## src/hdl/fsd96_pkg.sv

```systemverilog
// ----------------------------------------------------------------------------
// fsd96_pkg
// Types, constants and helpers shared by the float to decimal96 converter.
// ----------------------------------------------------------------------------
`default_nettype none

package fsd96_pkg;

  localparam int W         = 288;
  localparam int BIN_SHIFT = 149;
  localparam int QW        = 33;

  typedef struct packed {
    logic load;
    logic scale_step;
    logic aux_from_den;
    logic aux_mul;
    logic bump;
    logic set_err;
    logic div_init;
    logic div_step;
    logic round;
    logic ovf;
    logic strip;
    logic coef_init;
    logic coef_mul;
    logic trunc;
    logic fin;
  } dp_cmd_t;

  typedef struct packed {
    logic       early_done;
    logic       tiny;
    logic       k_neg;
    logic [5:0] k_mag;
    logic       strip_ok;
    logic       s_over;
  } dp_stat_t;

  function automatic logic [W-1:0] mul10(input logic [W-1:0] x);
    return (x << 3) + (x << 1);
  endfunction

endpackage

`default_nettype wire

```

## src/hdl/fsd96_ctrl.sv

```systemverilog
// ----------------------------------------------------------------------------
// fsd96_ctrl
// Sequencer for the converter: steps the datapath through each phase.
// ----------------------------------------------------------------------------
`default_nettype none

module fsd96_ctrl #(
  parameter int SIG_DIGITS = 7
) (
  input  wire logic                 clk,
  input  wire logic                 rst_n,
  input  wire logic                 start,
  input  wire fsd96_pkg::dp_stat_t  stat,
  output fsd96_pkg::dp_cmd_t        cmd,
  output logic                      busy,
  output logic                      done
);

  localparam logic [3:0] S_IDLE  = 4'd0;
  localparam logic [3:0] S_CHECK = 4'd1;
  localparam logic [3:0] S_SCALE = 4'd2;
  localparam logic [3:0] S_AUXM  = 4'd3;
  localparam logic [3:0] S_CMP   = 4'd4;
  localparam logic [3:0] S_TINY  = 4'd5;
  localparam logic [3:0] S_DIV   = 4'd6;
  localparam logic [3:0] S_ROUND = 4'd7;
  localparam logic [3:0] S_OVF   = 4'd8;
  localparam logic [3:0] S_STRIP = 4'd9;
  localparam logic [3:0] S_COEF  = 4'd10;
  localparam logic [3:0] S_TRUNC = 4'd11;
  localparam logic [3:0] S_FIN   = 4'd12;
  localparam logic [3:0] S_DONE  = 4'd13;

  logic [3:0] state_r, state_nxt;
  logic [5:0] cnt_r, cnt_nxt;

  assign busy = state_r != S_IDLE;
  assign done = state_r == S_DONE;

  always_comb begin
    state_nxt = state_r;
    cnt_nxt   = cnt_r;
    cmd       = '0;
    case (state_r)
      S_IDLE: begin
        if (start) begin
          cmd.load  = 1'b1;
          state_nxt = S_CHECK;
        end
      end
      S_CHECK: begin
        if (stat.early_done) begin
          state_nxt = S_FIN;
        end else begin
          cnt_nxt   = stat.k_mag;
          state_nxt = S_SCALE;
        end
      end
      S_SCALE: begin
        if (cnt_r != 6'd0) begin
          cmd.scale_step = 1'b1;
          cnt_nxt        = cnt_r - 6'd1;
        end else begin
          cmd.aux_from_den = 1'b1;
          cnt_nxt          = 6'(SIG_DIGITS);
          state_nxt        = S_AUXM;
        end
      end
      S_AUXM: begin
        if (cnt_r != 6'd0) begin
          cmd.aux_mul = 1'b1;
          cnt_nxt     = cnt_r - 6'd1;
        end else begin
          state_nxt = S_CMP;
        end
      end
      S_CMP: begin
        cmd.bump  = 1'b1;
        state_nxt = S_TINY;
      end
      S_TINY: begin
        if (stat.tiny) begin
          cmd.set_err = 1'b1;
          state_nxt   = S_FIN;
        end else begin
          cmd.div_init = 1'b1;
          cnt_nxt      = 6'd31;
          state_nxt    = S_DIV;
        end
      end
      S_DIV: begin
        cmd.div_step = 1'b1;
        if (cnt_r == 6'd0) begin
          state_nxt = S_ROUND;
        end else begin
          cnt_nxt = cnt_r - 6'd1;
        end
      end
      S_ROUND: begin
        cmd.round = 1'b1;
        state_nxt = S_OVF;
      end
      S_OVF: begin
        cmd.ovf   = 1'b1;
        state_nxt = S_STRIP;
      end
      S_STRIP: begin
        if (stat.strip_ok) begin
          cmd.strip = 1'b1;
        end else if (!stat.k_neg) begin
          cmd.coef_init = 1'b1;
          cnt_nxt       = stat.k_mag;
          state_nxt     = S_COEF;
        end else begin
          state_nxt = S_TRUNC;
        end
      end
      S_COEF: begin
        if (cnt_r != 6'd0) begin
          cmd.coef_mul = 1'b1;
          cnt_nxt      = cnt_r - 6'd1;
        end else begin
          state_nxt = S_FIN;
        end
      end
      S_TRUNC: begin
        if (stat.s_over) begin
          cmd.trunc = 1'b1;
        end else begin
          state_nxt = S_FIN;
        end
      end
      S_FIN: begin
        cmd.fin   = 1'b1;
        state_nxt = S_DONE;
      end
      S_DONE: begin
        state_nxt = S_IDLE;
      end
      default: begin
        state_nxt = S_IDLE;
      end
    endcase
  end

  always_ff @(posedge clk) begin
    if (!rst_n) begin
      state_r <= S_IDLE;
      cnt_r   <= '0;
    end else begin
      state_r <= state_nxt;
      cnt_r   <= cnt_nxt;
    end
  end

endmodule

`default_nettype wire

```

## config.mk

```make
export PLATFORM = sky130hd
export DESIGN_NAME = fsd96_ctrl
export DESIGN_NICKNAME = d
export VERILOG_FILES = /design/src/hdl/fsd96_pkg.sv /design/src/hdl/fsd96_ctrl.sv
export SDC_FILE = /design/constraint.sdc
export NUM_CORES = 1
export LEC_CHECK = 0
export BUFFER_PORTS_ARGS = -buffer_cell sky130_fd_sc_hd__buf_2
export CORE_UTILIZATION = 30
export DETAILED_ROUTE_END_ITERATION = 10
export SETUP_SLACK_MARGIN = 0.2
export SYNTH_ARGS = -nofsm -noshare
export SYNTH_HDL_FRONTEND = slang
export SYNTH_SLANG_ARGS = --single-unit
```

## constraint.sdc

```tcl
create_clock -name clk -period 1.95 [get_ports clk]
set_input_delay 0.195 -clock clk [delete_from_list [all_inputs] [get_ports clk]]
set_output_delay 0.195 -clock clk [all_outputs]
set_load 0.03 [all_outputs]
```

==> summary.md <==
| Metric | Value |
|---|---|
| Run status | finished, final reports clean |
| Setup_tns | 0 ns |
| Register share of total power | 16.9% |
| Mapped Nets | 151 |
| Worst path max stage delay | 0.43 ns |
| Fillcell total | 327 |
| Total CTS buffers | 3 |
| Worst hold path type | primary input to register |
| Setup violators final | 0 |
| Final Hold Viols | 0 |
| Clk sinks | 10 |
| Crit path max fanout | 8 |
| Pre-antenna DRT Iters | 4 |
| Sw power | 1.50 mW |
| Initial antenna violation count | 0 |
| Max Slew Vio Count | 0 |
| CP arrival | 1.91 ns |
| Core area | 0.00310 mm^2 |
| CTS tree | done |
| Wire length per cell | 14.7 um |
| Vias in the first global route | 1137 |
| P_leak | 0.643 nW |
| First-pass GRT wire length | 5200 um |
| Area delta synth->final | 48.6% |
| Die area | 0.00355 mm^2 |
| Measured slew at the worst slew-check pin | 0.432 ns |
| Hold Slack | 0.212 ns |
| Max-cap violation count | 0 |
| DP HPWL | 2350 um |
| Most frequent cells in the layout | 26 x buf_2, 25 x buf_4, 16 x nor2_1 |
| Combinational Power Share | 76.5% |
| RePlAce Congestion | 0.872 |
| Flip-flop and latch area | 220 um^2 |
| Delay-heaviest family, CP | compound AO/OA/AOI/OAI gates |
| Remaining global-route overflow | 0 |
| CP startpoint | state_r[1] |
| Fin nets | 200 |
| Largest area contributor in the netlist | dfxtp_1 |
| Hold path startpoint | rst_n |
| Count of cell types in the netlist | 48 |
| Multi-input combinational cell area | 806 um^2 |
| Post-Syn Area | 996 um^2 |
| Synth area leaders | dfxtp_1 20%, nor2_1 6.4%, nor3_1 4.5% |
| RSZ-0062 raised after global routing | yes |
| Worst Reg-to-Reg Cells | 6 |
| Routed Antenna Nets | 0 |
| I/O pins | 31 |
| Post-Syn Area per Cell | 7.32 um^2 |
| Input/output buffers | 30 |
| Hold_buf cts | 0 |
| Initial Util | 32.1% |
| Clock power frac | 6.6% |
| Synthesized flop and latch total | 10 |
| Share of the synthesized area in the top cell type | 20.1% |
| P_int | 1.46 mW |
| Die Y | 59.6 um |
| Die width | 59.6 um |
| Antenna cells | 0 |
| DR iter-0 viols | 40 |
| Pwr/cell area | 2000 mW/mm^2 |
| Htree depth | 1 |
| Root Driver | clkbuf_4 |
| Clock insertion delay at the later pin of the skew report | 0.27 ns |
| Total GRT Usage | 19.4% |
| Reg-to-Reg End | cnt_r[2] |
| Clock Path Buffers | 2 |
| Post-synthesis sequential area ratio | 20.1% |
| Hold Crit Depth | 3 |
| DR DRC count | 0 |
| Required time worst endpoint | 2.14 ns |
| Cell count after synthesis | 136 |
| Via density | 5.41 |
| Sw frac | 50.8% |
| Hold Path End | state_r[2] |
| Routed WL | 3350 um |
| Core Rows | 20 |
| Worst path slowest cell | a221oi_4 |
| Skew final | 0.00597 ns |
| Crit end category | register |
| Synth warn | 0 |
| Peak supply drop | 0.937 mV |
| Largest net degree at the start of global routing | 13 |
| WS Path Type | register to register |
| Rel. slew slack | 70.8% |
| CP cell instances | nand2_1, o311ai_1, buf_4, a221oi_4, o21ai_2, a221oi_2 |
| Crit path buf inv count | 1 |
| Fmax | 0.583 GHz |
| Worst R2R Setup Slack | 0.23 ns |
| Routed vias | 1233 |
| Share of cells above drive strength 1 | 47.3% |
| Commonest non-fill, non-tap cell in the layout | buf_2 |
| Crit share post-route | 88.0% |
| CTS clk-pin slew, worst paths | 0.07 ns |
| Final Critical Period | 1.72 ns |
| Critical path startpoint category | register |
| Reg2reg start | state_r[1] |
flip-flops by register name, summed over array words and instances (netlist names):
name / flops
cnt_r: 6
state_r: 4
timing repair:
action                                  4_1_cts  5_1_grt
endpoints found under the setup margin       19       16
gates resized for setup                      14       19
buffers inserted                              2        8
cloned                                        0        0
pin swaps                                     0        6
kinds of logic (layout without fill, tap and decap cells):
logic type                 after synthesis  after routing  synth area share (%)
DFF                                     10             10                  20.1
muxes                                    2              2                  2.01
adders and majority gates                1              1                  1.26
xor gates and xnor gates                 3              3                  2.64
AOI/OAI and AO/OA                       42             42                  34.3
and+or+nand+nor                         61             61                  31.0
buffers and inverters                   17             65                  8.67
how the worst max path moves through the flow:
stage                           to  slack (ns)  cells after the start
after floorplan             cmd[3]        0.18                      4
after global placement    cnt_r[2]        0.23                      7
after detailed placement  cnt_r[2]        0.16                      7
after CTS                 cnt_r[2]        0.20                      7
after global routing      cnt_r[2]        0.13                      7
final                     cnt_r[2]        0.23                      6
stage by stage:
stage                     std cells  setup WS [ns]  utilization (%)  power [mW]  area (um^2)
after floorplan                 136          0.177                -        1.87         1020
after global placement          214          0.231             40.8        2.26         1260
after detailed placement        214          0.158             40.8        2.31         1260
after CTS                       220          0.202             43.4        2.62         1350
after global routing            228          0.134             47.7        3.20         1480
final                           228          0.234             47.7        2.96         1480
synth_stat cells, drive strengths merged:
master    n
a221oi    2
o31ai     2
nand2    10
a211oi    6
o2111ai   1
clkbuf    2
dfxtp    10
or4b      1
nor2     17
nand2b    5
xnor2     2
o311ai    2
nor3     10
a21o      5
o2bb2ai   1
nand3     6
and2      1
o21ai    10
a21boi    1
o211ai    2
o22ai     1
nand3b    1
clkinv    1
a221o     1
mux2i     2
and3      2
or2       1
or3       2
o2111a    1
xor2      1
nor2b     1
a21oi     6
ha        1
nor4      3
o32ai     1
buf       7
nor3b     1
inv       7
area by class of cell:
cell class / count / share of cell area (%)
clock buffer: 4 / 2.45
inverter: 8 / 2.20
multi-input combinational: 109 / 54.4
sequential: 10 / 14.9
tap: 44 / 3.72
timing repair buffer: 53 / 22.3
tightest hold or removal path: cells and delay by family:
family	cells	cell delay, ns
AOI/OAI and AO/OA	2	0.13
buffers and inverters	1	0.12
metal layers:
| metal | share of wire, % | vias to the layer above | wire length (um) | GRT usage (%) |
|---|---|---|---|---|
| li1 | - | 593 | - | - |
| met5 | 0 | - | 0 | 0 |
| met1 | 42 | 579 | 1410 | 25.9 |
| met2 | 50 | 50 | 1670 | 31.1 |
| met3 | 5.6 | 11 | 187 | 2.40 |
| met4 | 2.3 | 0 | 77 | 8.64 |
power by group through the flow:
stage               Clock (mW)  Sequential [mW]  Combinational, mW
floorplan                    0            0.381               1.49
global placement             0            0.479               1.78
detailed placement           0            0.489               1.82
CTS                      0.196            0.497               1.93
global route             0.209            0.519               2.47
finish                   0.194            0.500               2.26
Note: power is estimated with default switching activity, not from simulation.
